File: config.mk
export PLATFORM = sky130hd
export DESIGN_NAME = affine_background_address_generator
export DESIGN_NICKNAME = d
export VERILOG_FILES = /design/src/hw/rtl/abag_pkg.sv /design/src/hw/rtl/affine_background_address_generator.sv
export SDC_FILE = /design/constraint.sdc
export NUM_CORES = 1
export LEC_CHECK = 0
export ABC_AREA = 0
export CORE_MARGIN = 2
export CORE_UTILIZATION = 39
export DETAILED_ROUTE_END_ITERATION = 8
export DONT_BUFFER_PORTS = 1
export GPL_TIMING_DRIVEN = 0
export PLACE_DENSITY = 0.66
export SLEW_MARGIN = 5
export SYNTH_ARGS = -nofsm -noshare
export SYNTH_HDL_FRONTEND = slang
export SYNTH_SLANG_ARGS = --single-unit
File: constraint.sdc
create_clock -name clk -period 7.5 [get_ports clk]
set_clock_uncertainty 0.15 [all_clocks]
set_input_delay 0 -clock clk [delete_from_list [all_inputs] [get_ports clk]]
set_output_delay 0 -clock clk [all_outputs]
set_load 0.01 [all_outputs]
File: src/hw/rtl/abag_pkg.sv
`default_nettype none

package abag_pkg;

    localparam logic [2:0] REG_STEP_X_DX    = 3'd0;
    localparam logic [2:0] REG_STEP_Y_DX    = 3'd1;
    localparam logic [2:0] REG_MOSAIC_ON    = 3'd2;
    localparam logic [2:0] REG_MOSAIC_WIDTH = 3'd3;
    localparam logic [2:0] REG_WRAP_ON      = 3'd4;
    localparam logic [2:0] REG_SIZE_CODE    = 3'd5;
    localparam logic [2:0] REG_LAYER_MODE   = 3'd6;
    localparam logic [2:0] REG_BASE_ADDRESS = 3'd7;

    localparam logic [2:0] MODE_AFFINE_MAP   = 3'd0;
    localparam logic [2:0] MODE_EXTENDED_MAP = 3'd1;
    localparam logic [2:0] MODE_DIRECT_BMP   = 3'd2;
    localparam logic [2:0] MODE_PALETTE_BMP  = 3'd3;
    localparam logic [2:0] MODE_LARGE_BMP    = 3'd4;

    localparam int POINT_BITS = 28;
    localparam int COORD_BITS = 20;
    localparam int TEXEL_BITS = 10;
    localparam int FETCH_BITS = 19;
    localparam int SUM_BITS   = 21;

    typedef struct packed {
        logic [FETCH_BITS-1:0] fetch_address;
        logic [TEXEL_BITS-1:0] texel_y;
        logic [TEXEL_BITS-1:0] texel_x;
        logic                  outside;
    } texel_t;

endpackage

`default_nettype wire

File: src/hw/rtl/affine_background_address_generator.sv
`default_nettype none

// Affine background address generator. A word on the slave side with tuser 0 loads the
// signed 20.8 reference point and starts a line; a word with tuser 1 renders the next pixel
// and gives one result word: the layer coordinate after wrap, the outside flag in tuser, the
// first VRAM byte address for the selected layer mode, and tlast on the last pixel of the
// line. Pixel words after the end of a line give nothing until the next line start. One word
// is taken every clock unless the result port stalls; a result passes through the pixel
// register and then the result register. The point update at the input (a 28-bit add fed
// by a 5 by 16 mosaic multiply) runs beside the pixel register, and the address logic sits
// between the pixel register and the result register. Configuration is written through the
// cfg port, always ready; the user must write it only while the block is idle, unenforced.
module affine_background_address_generator #(
    parameter int LINE_PIXELS    = 256,
    parameter int VRAM_ADDR_BITS = 19
) (
    input  wire logic        clk,
    input  wire logic        rst_n,
    input  wire logic        s_tvalid,
    output logic             s_tready,
    input  wire logic [55:0] s_tdata,   // start_x[27:0], start_y[55:28]
    input  wire logic        s_tuser,   // command[0]
    output logic             m_tvalid,
    input  wire logic        m_tready,
    output logic [47:0]      m_tdata,   // screen_column[7:0], texel_x[17:8],
                                        // texel_y[27:18], fetch_address[46:28], zero[47]
    output logic             m_tuser,   // outside[0]
    output logic             m_tlast,   // line_done
    input  wire logic        cfg_valid,
    output logic             cfg_ready,
    input  wire logic [2:0]  cfg_index,
    input  wire logic [18:0] cfg_data
);

    localparam int CW = $clog2(LINE_PIXELS + 1);
    localparam int PB = abag_pkg::POINT_BITS;
    localparam int CB = abag_pkg::COORD_BITS;
    localparam int TB = abag_pkg::TEXEL_BITS;
    localparam int SB = abag_pkg::SUM_BITS;
    localparam int FB = abag_pkg::FETCH_BITS;
    localparam logic [SB-1:0] ADDR_MASK =
        (VRAM_ADDR_BITS >= SB) ? {SB{1'b1}} : SB'((64'd1 << VRAM_ADDR_BITS) - 64'd1);

    // configuration
    logic signed [15:0] step_x_dx_reg;
    logic signed [15:0] step_y_dx_reg;
    logic               mosaic_on_reg;
    logic [4:0]         mosaic_width_reg;
    logic               wrap_on_reg;
    logic [1:0]         size_code_reg;
    logic [2:0]         layer_mode_reg;
    logic [18:0]        base_address_reg;

    // line state
    logic [PB-1:0] point_x_reg, point_x_next;
    logic [PB-1:0] point_y_reg, point_y_next;
    logic [4:0]    mosaic_count_reg, mosaic_count_next;
    logic [CW-1:0] column_count_reg, column_count_next;

    // pixel stage
    logic          pix_valid_reg;
    logic [CW-1:0] pix_col_reg;
    logic [CB-1:0] pix_ix_reg;
    logic [CB-1:0] pix_iy_reg;

    // result stage
    logic                 out_valid_reg;
    logic [CW-1:0]        out_col_reg;
    abag_pkg::texel_t     out_texel_reg, out_texel_next;

    logic          out_adv;
    logic          pix_load;
    logic          in_accept;
    logic          pixel_take;
    logic          line_start;
    logic          mosaic_hit;
    logic [4:0]    mosaic_inc;
    logic signed [21:0] mos_step_x;
    logic signed [21:0] mos_step_y;

    assign cfg_ready  = 1'b1;
    assign out_adv    = !out_valid_reg || m_tready;
    assign pix_load   = out_adv || !pix_valid_reg;
    assign s_tready   = pix_load;
    assign in_accept  = s_tvalid && s_tready;
    assign line_start = in_accept && !s_tuser;
    assign pixel_take = in_accept && s_tuser && (column_count_reg < CW'(LINE_PIXELS));

    assign mosaic_inc = mosaic_count_reg + 5'd1;
    assign mosaic_hit = mosaic_inc == mosaic_width_reg;
    assign mos_step_x = $signed({1'b0, mosaic_width_reg}) * step_x_dx_reg;
    assign mos_step_y = $signed({1'b0, mosaic_width_reg}) * step_y_dx_reg;

    always_comb
    begin
        point_x_next      = point_x_reg;
        point_y_next      = point_y_reg;
        mosaic_count_next = mosaic_count_reg;
        column_count_next = column_count_reg;
        if (line_start)
        begin
            point_x_next      = s_tdata[27:0];
            point_y_next      = s_tdata[55:28];
            mosaic_count_next = 5'd0;
            column_count_next = '0;
        end
        else if (pixel_take)
        begin
            column_count_next = column_count_reg + CW'(1);
            if (mosaic_on_reg)
            begin
                mosaic_count_next = mosaic_inc;
                if (mosaic_hit)
                begin
                    point_x_next      = point_x_reg + PB'(mos_step_x);
                    point_y_next      = point_y_reg + PB'(mos_step_y);
                    mosaic_count_next = 5'd0;
                end
            end
            else
            begin
                point_x_next = point_x_reg + PB'(step_x_dx_reg);
                point_y_next = point_y_reg + PB'(step_y_dx_reg);
            end
        end
    end

    always_ff @(posedge clk or negedge rst_n)
    begin
        if (!rst_n)
        begin
            step_x_dx_reg    <= 16'sd256;
            step_y_dx_reg    <= 16'sd0;
            mosaic_on_reg    <= 1'b0;
            mosaic_width_reg <= 5'd1;
            wrap_on_reg      <= 1'b0;
            size_code_reg    <= 2'd0;
            layer_mode_reg   <= abag_pkg::MODE_AFFINE_MAP;
            base_address_reg <= 19'd0;
        end
        else if (cfg_valid)
        begin
            case (cfg_index)
                abag_pkg::REG_STEP_X_DX:    step_x_dx_reg    <= $signed(cfg_data[15:0]);
                abag_pkg::REG_STEP_Y_DX:    step_y_dx_reg    <= $signed(cfg_data[15:0]);
                abag_pkg::REG_MOSAIC_ON:    mosaic_on_reg    <= cfg_data[0];
                abag_pkg::REG_MOSAIC_WIDTH: mosaic_width_reg <= cfg_data[4:0];
                abag_pkg::REG_WRAP_ON:      wrap_on_reg      <= cfg_data[0];
                abag_pkg::REG_SIZE_CODE:    size_code_reg    <= cfg_data[1:0];
                abag_pkg::REG_LAYER_MODE:   layer_mode_reg   <= cfg_data[2:0];
                abag_pkg::REG_BASE_ADDRESS: base_address_reg <= cfg_data;
                default:                    ;
            endcase
        end
    end

    always_ff @(posedge clk or negedge rst_n)
    begin
        if (!rst_n)
        begin
            point_x_reg      <= '0;
            point_y_reg      <= '0;
            mosaic_count_reg <= '0;
            column_count_reg <= '0;
            pix_valid_reg    <= 1'b0;
            out_valid_reg    <= 1'b0;
        end
        else
        begin
            point_x_reg      <= point_x_next;
            point_y_reg      <= point_y_next;
            mosaic_count_reg <= mosaic_count_next;
            column_count_reg <= column_count_next;
            if (pix_load)
            begin
                pix_valid_reg <= pixel_take;
            end
            if (out_adv)
            begin
                out_valid_reg <= pix_valid_reg;
            end
        end
    end

    always_ff @(posedge clk)
    begin
        if (pix_load && pixel_take)
        begin
            pix_col_reg <= column_count_reg;
            pix_ix_reg  <= point_x_reg[PB-1:8];
            pix_iy_reg  <= point_y_reg[PB-1:8];
        end
        if (out_adv && pix_valid_reg)
        begin
            out_col_reg   <= pix_col_reg;
            out_texel_reg <= out_texel_next;
        end
    end

    // layer size and address
    logic [3:0]    width_log;
    logic [3:0]    height_log;
    logic [CB-1:0] width_full;
    logic [CB-1:0] height_full;
    logic          mode_valid;
    logic          clip;
    logic [TB-1:0] tx;
    logic [TB-1:0] ty;
    logic [SB-1:0] row_offset;
    logic [SB-1:0] map_offset;
    logic [SB-1:0] base_ext;
    logic [SB-1:0] addr_sum;

    always_comb
    begin
        mode_valid = 1'b1;
        case (layer_mode_reg)
            abag_pkg::MODE_AFFINE_MAP, abag_pkg::MODE_EXTENDED_MAP:
            begin
                width_log  = 4'd7 + {2'b00, size_code_reg};
                height_log = width_log;
            end
            abag_pkg::MODE_DIRECT_BMP, abag_pkg::MODE_PALETTE_BMP:
            begin
                case (size_code_reg)
                    2'd0:    begin width_log = 4'd7; height_log = 4'd7; end
                    2'd1:    begin width_log = 4'd8; height_log = 4'd8; end
                    2'd2:    begin width_log = 4'd9; height_log = 4'd8; end
                    default: begin width_log = 4'd9; height_log = 4'd9; end
                endcase
            end
            abag_pkg::MODE_LARGE_BMP:
            begin
                width_log  = 4'd9 + {3'b000, size_code_reg[0]};
                height_log = 4'd10 - {3'b000, size_code_reg[0]};
            end
            default:
            begin
                width_log  = 4'd7;
                height_log = 4'd7;
                mode_valid = 1'b0;
            end
        endcase
        width_full  = CB'(1) << width_log;
        height_full = CB'(1) << height_log;

        clip = pix_ix_reg[CB-1] || pix_iy_reg[CB-1]
            || (pix_ix_reg >= width_full) || (pix_iy_reg >= height_full);

        out_texel_next.outside = !mode_valid || (!wrap_on_reg && clip);
        if (wrap_on_reg)
        begin
            tx = pix_ix_reg[TB-1:0] & TB'(width_full - CB'(1));
            ty = pix_iy_reg[TB-1:0] & TB'(height_full - CB'(1));
        end
        else
        begin
            tx = pix_ix_reg[TB-1:0];
            ty = pix_iy_reg[TB-1:0];
        end

        row_offset = (SB'(ty) << width_log) + SB'(tx);
        map_offset = (SB'(ty[TB-1:3]) << (3'd4 + {1'b0, size_code_reg})) + SB'(tx[TB-1:3]);
        base_ext   = SB'(base_address_reg);
        case (layer_mode_reg)
            abag_pkg::MODE_AFFINE_MAP:   addr_sum = base_ext + map_offset;
            abag_pkg::MODE_EXTENDED_MAP: addr_sum = base_ext + (map_offset << 1);
            abag_pkg::MODE_DIRECT_BMP:   addr_sum = base_ext + (row_offset << 1);
            abag_pkg::MODE_PALETTE_BMP:  addr_sum = base_ext + row_offset;
            default:                     addr_sum = row_offset;
        endcase

        if (out_texel_next.outside)
        begin
            out_texel_next.texel_x       = '0;
            out_texel_next.texel_y       = '0;
            out_texel_next.fetch_address = '0;
        end
        else
        begin
            out_texel_next.texel_x       = tx;
            out_texel_next.texel_y       = ty;
            out_texel_next.fetch_address = FB'(addr_sum & ADDR_MASK);
        end
    end

    // result port
    logic [CW+7:0] col_ext;

    assign col_ext  = {8'd0, out_col_reg};
    assign m_tvalid = out_valid_reg;
    assign m_tdata  = {1'b0, out_texel_reg.fetch_address, out_texel_reg.texel_y,
                       out_texel_reg.texel_x, col_ext[7:0]};
    assign m_tuser  = out_texel_reg.outside;
    assign m_tlast  = out_col_reg == CW'(LINE_PIXELS - 1);

endmodule

`default_nettype wire
# After elaboration in Yosys (flattened, before gate mapping)
# Index checks and enable logic that the tools add are counted.
[word_totals] in_bits=84 reg_bits=233 out_inout_bits=53 wordCells=126
[classes] mux=22 addsub=18 shift=4 n_lt_le_gt_ge=3 n_reduce_logical=37 bitwise_logic=2 n_eq_ne=16 mul=2
[op_table] cell="$mux 28" count=8
[op_table] cell="$add 28x28->28" count=4
[op_table] cell="$add 19x19->19" count=4
[op_table] cell="$pmux 19 s4" count=1
[op_table] cell="$mul 6x16->22" count=2
[op_table] cell="$ge 20x20->1" count=2
[op_table] cell="$shl 1x4->20 const A" count=2
[op_table] cell="$pmux 4 s3" count=2
[op_table] cell="$and 10x10->10" count=2
[op_table] cell="$mux 10" count=2
[op_table] cell="$mux 5" count=4
[op_table] cell="$reduce_and 2->1" count=10
[op_table] cell="$sub 10x1->10 const B" count=2
[op_table] cell="$add 19x10->19" count=1
[op_table] cell="$add 19x7->19" count=1
[op_table] cell="$shl 10x4->19" count=1
[op_table] cell="$shl 7x3->19" count=1
[op_table] cell="$mux 9" count=2
[op_table] cell="$pmux 4 s2" count=2
[op_table] cell="$eq 3x3->1 const B" count=5
[op_table] cell="$eq 3x2->1 const B" count=4
[op_table] cell="$add 9x1->9 const B" count=1
[op_table] cell="$eq 9x8->1 const B" count=1
[op_table] cell="$lt 9x9->1 const B" count=1
[op_table] cell="other kinds (19)" count=39

# Depth between registers and ports, before layout
[logic_depth] depth_word=12 ltp_mapped=39 ltp_nobuf=36

# Worst setup path before layout
# OpenSTA, ideal clock, no wires.
[synth_timing] kind="reg-to-reg" start="register size_code_reg[0]" end="register out_texel_reg (netlist bit m_tdata[45]), data pin" t_arrival_ns=7.427 path_buffers=2 required_time_ns=7.170 period_less_slack_ns=7.757 setup_time_ns=0.180 path_slack_ns=-0.257 stages_incl_launch_ff=33 cell_sequence="dfrtp_1 clkbuf_1 clkinv_1 ha_1 buf_2 nor4b_1 nor3_1 a211o_1 ha_1 nand2_1 nand2_1 mux2_2 or2_2 nor2_1 ha_1 a21o_1 a211oi_1 nor2_1 or4_1 nand2_1 xor2_1 o21ai_0 ha_1 or4_1 a21o_1 a21oi_1 nor2b_1 o21a_1 o41ai_1 o21ai_0 a2111oi_0 a31oi_1 a221oi_1"
[synth_between] elab_chain_len=12 word_cells_on_any_way=35 cone_classes="12 x add/sub; 2 x order compare; 2 x eq/ne; 4 x shift; 7 x mux; 2 x bitwise; 6 x reduce/logical"
[synth_rtl] element="from (decl)" line_no="affine_background_address_generator.sv:50" text="logic [1:0] size_code_reg;"
[synth_rtl] element="from (signal assigned)" line_no="affine_background_address_generator.sv:149" text="abag_pkg::REG_SIZE_CODE: size_code_reg <= cfg_data[1:0];"
[synth_rtl] element="$eq 2x2->1 or $eq 2x1->1 (tied branches)" line_no="affine_background_address_generator.sv:225" text="case (size_code_reg)"
[synth_rtl] element="$reduce_or 2->1 (no source line)"
[synth_rtl] element="$pmux 4 s2" line_no="affine_background_address_generator.sv:225"
[synth_rtl] element="$pmux 4 s3" line_no="affine_background_address_generator.sv:217" text="case (layer_mode_reg)"
[synth_rtl] element="$shl 1x4->20" line_no="affine_background_address_generator.sv:245" text="height_full = CB'(1) << height_log;"
[synth_rtl] element="$sub 10x1->10" line_no="affine_background_address_generator.sv:254" text="ty = pix_iy_reg[TB-1:0] & TB'(height_full - CB'(1));"
[synth_rtl] element="$and 10x10->10" line_no="affine_background_address_generator.sv:254"
[synth_rtl] element="$mux 10" line_no="affine_background_address_generator.sv:251" text="if (wrap_on_reg)"
[synth_rtl] element="$shl 10x4->19 or $shl 7x3->19 (tied branches)" line_no="affine_background_address_generator.sv:262, affine_background_address_generator.sv:263"
[synth_rtl] element="$add 19x10->19 or $add 19x7->19 (tied branches)" line_no="affine_background_address_generator.sv:262, affine_background_address_generator.sv:263"
[synth_rtl] element="$add 19x19->19 (on tied branches)"
[synth_rtl] element="$pmux 19 s4" line_no="affine_background_address_generator.sv:265" text="case (layer_mode_reg)"
[synth_rtl] element="to (signal assigned)" line_no="affine_background_address_generator.sv:196" text="out_texel_reg <= out_texel_next;"
[synth_rtl] element="to (decl)" line_no="affine_background_address_generator.sv:69" text="abag_pkg::texel_t out_texel_reg, out_texel_next;"
# Parallel ways exist; a longest one is shown, timed or not.
# A chain may end at the register's enable or synchronous reset.

# Worst setup path after layout
[layout_timing] start="register size_code_reg[1]" end="register out_texel_reg (netlist bit m_tdata[46]), data pin"
# The elaborated chain is that of the path after synthesis.

==> impl_metrics.tcl <==
set metrics [dict create \
    status "complete, no violations" \
    clk_pin_slew_worst_paths_ns 0.06 \
    yosysSeqAreaShare_pct 28.5 \
    cts_tree "done" \
    crit_fanout 8 \
    largest_delay_contributor_family_on_the_critical_path "compound AO/OA/AOI/OAI gates" \
    mostFrequentLayoutCells "sky130_fd_sc_hd__nand2_1 (273), sky130_fd_sc_hd__ha_1 (215), sky130_fd_sc_hd__nor2_1 (194)" \
    timing.critical_path.to_type "flip-flop" \
    worstPathRequired_ns 7.67 \
    synth_seq_cells 233 \
    grt_pass1_vias 19600 \
    detailroute.via_count 19700 \
    h-tree-depth 1 \
    cpMaxStageDelayCell "sky130_fd_sc_hd__or4_4" \
    synth.distinct_cells 93 \
    power_leakage_nw 11.7 \
    finalSetupTns_ns 0 \
    die_w_um 243 \
    min_to "point_x_reg[25]" \
    hold_path.startpoint "s_tdata[25]" \
    timing.critical_path.arrival_ns 7.63 \
    postSynth.asyncResetShare_pct 57.9 \
    syn_avg_cell_area_sq_um 9.07 \
    main_combinational_cell_family_by_area_after_synthesis "adder cells" \
    hold_path_depth 3 \
    postSynth.topFlopCell "sky130_fd_sc_hd__dfrtp_1" \
    pwr_density_cell_nw_per_um2 503 \
    count_of_warnings_emitted_by_yosys 0 \
    syn_inst 2448 \
    post_synth_mux_area_share_pct 5.08 \
    synth_adder_area_share_pct 22.1 \
    finalMaxSlewViolations 0 \
    placeableCoreArea_sq_um 56400 \
    grt_start_max_net_pins 133 \
    fill_cells 5380 \
    tritoncts.num_buffers 29 \
    drt_iter0_drc 1343 \
    firstDrtPassIters 6 \
    max-clock-path-buffers 3 \
    crit_buf_inv 4 \
    leftover_overflow_at_the_end_of_global_routing 0 \
    timing_worst_slew_pin_value_ns 1.13 \
    final.period_utilization_pct 99.5 \
    cell_area_after_technology_mapping_sq_um 22200 \
    worst_r2r_startpoint "size_code_reg[1]" \
    grt_use_total_pct 23.9 \
    finalSetupViolations 0 \
    cpPeakStageDelay_ns 0.53 \
    relSlewSlack_pct 24.5 \
    setup_slack_ns 0.0341 \
    min-delay-path-class "input port to flip-flop" \
    nets 3103 \
    ant_nets 0 \
    ctsRootBufferMaster "sky130_fd_sc_hd__clkbuf_16" \
    fp.dieArea_sq_um 58900 \
    final.min_clock_period_ns 7.47 \
    worstRegToRegCells 36 \
    worstSetupStartpoint "size_code_reg[1]" \
    placementRows 87 \
    worst_r2r_endpoint "m_tdata[46]" \
    leading_cell_type_in_the_layout_fill_and_taps_excluded "sky130_fd_sc_hd__nand2_1" \
    io_pins 137 \
    kind_of_start_point_of_the_critical_path "flip-flop" \
    synthSimpleGateAreaFrac_pct 17.1 \
    die_height_um 243 \
    cts_num_sinks 233 \
    initial_core_util_pct 39.4 \
    worst_skew_pair.late_latency_ns 0.60 \
    place.gp.congestion 0.971 \
    avgViaCountPerCell 5.66 \
    largest_register_ff_count 39 \
    rsz0062_at_grt "true" \
    timing.setup.critical_path_class "flip-flop to flip-flop" \
    area_fraction_in_compound_gates_after_synthesis_pct 16.9 \
    final-hold-violation-count 0 \
    placed_cell_area_sq_um 23200 \
    drt_wl_total_mm 71.9 \
    post_synth_xor_area_fraction_pct 5.92 \
    vdd_drop_max_mv 0.284 \
    wire_length_of_the_first_global_routing_pass_mm 111 \
    initial_antenna_violation_count 7 \
    post-route-cell-area_sq_um 26800 \
    avgRoutedWirePerCell_um 20.7 \
    drcViolationCount 0 \
    drive_gt1_share_pct 12.8 \
    synth_enable_flop_cells 98 \
    r2r_slack_ns 0.03 \
    drv_cap 0 \
    max_freq_mhz 134 \
    dp_hpwl_mm 54.4 \
    worst_slack_after_detailed_placement_ns -1.72 \
    syn2layout_area_growth_pct 20.9 \
    placement.io_buffers 0 \
]
[cell usage after synthesis (all sizes together) (77+ instances only)]
| master | n | area share [%] |
|---|---|---|
| a21oi | 184 | 4.1 |
| and2 | 98 | 2.8 |
| clkbuf | 77 | 1.3 |
| dfrtp | 133 | 15 |
| edfxtp | 98 | 13 |
| fa | 104 | 9.4 |
| ha | 225 | 13 |
| inv | 133 | 2.2 |
| mux2 | 90 | 4.6 |
| nand2 | 280 | 4.7 |
| nor2 | 199 | 3.4 |
| o21ai | 140 | 3.3 |
| xnor2 | 88 | 3.5 |
[how the worst max path moves through the flow]
stage / to / depth (start not counted)
3_3_place_gp: m_tdata[46] / 34
6_report: m_tdata[46] / 36
4_1_cts: point_x_reg[27] / 32
3_5_place_dp: m_tdata[46] / 34
5_1_grt: m_tdata[46] / 36
2_1_floorplan: m_tdata[46] / 37
[worst min-delay path, delay by kind of cell]
| kind | cells | cell delay, ns |
|---|---|---|
| buf+inv | 1 | 0.56 |
| compound gates | 1 | 0.08 |
| simple gates | 1 | 0.07 |
[through the flow]
step                      total power, mW  util, %  std cells  hold WS [ns]
after floorplan                      8.96        -       2456        -0.446
after global placement               10.8     41.1       3212        -0.441
after detailed placement             11.0     41.2       3214        -0.440
after CTS                            13.0     46.7       3451      0.000661
after global routing                 14.6     47.6       3471        0.0126
final                                13.5     47.6       3478        0.0139
[cell type report]
class	instances	area (sq um)	area share, %
clock inverter	20	229	0.853
inverter	135	517	1.93
clock buffer	34	744	2.77
multi-input combinational	1980	15500	57.7
timing repair buffer	207	2020	7.51
tap	756	946	3.52
antenna	9	22.5	0.0839
sequential	233	6330	23.6
buffer	104	541	2.01
[what timing repair did]
item,CTS,global route
resized for setup,80,85
setup endpoints to repair,22,24
hold buffers,166,0
setup buffers,18,21
hold endpoints to repair,272,0
pin swaps,14,44
[logic make-up after synthesis]
kind of cell,Yosys count
AO/OA/AOI/OAI,588
adder cells (fa/ha/maj),329
multiplexers,101
AND/OR/NAND/NOR,802
flip-flops,233
other,2
buffers and inverters,243
XOR/XNOR,150
[power by group]
part | switching [mW] | internal [mW]
registers | 0.379 | 1.68
logic | 5.62 | 4.38
clock network | 0.619 | 0.830
total | 6.61 | 6.89
[routing by layer]
metal | GRT usage [%] | vias up | wire length, um
met5 | 0 | - | 21
met4 | 8.73 | 4 | 2870
met3 | 3.14 | 165 | 4440
met2 | 40.1 | 740 | 34000
met1 | 31.5 | 9629 | 30600
li1 | - | 9139 | -
(Power assumes the default switching activity.)
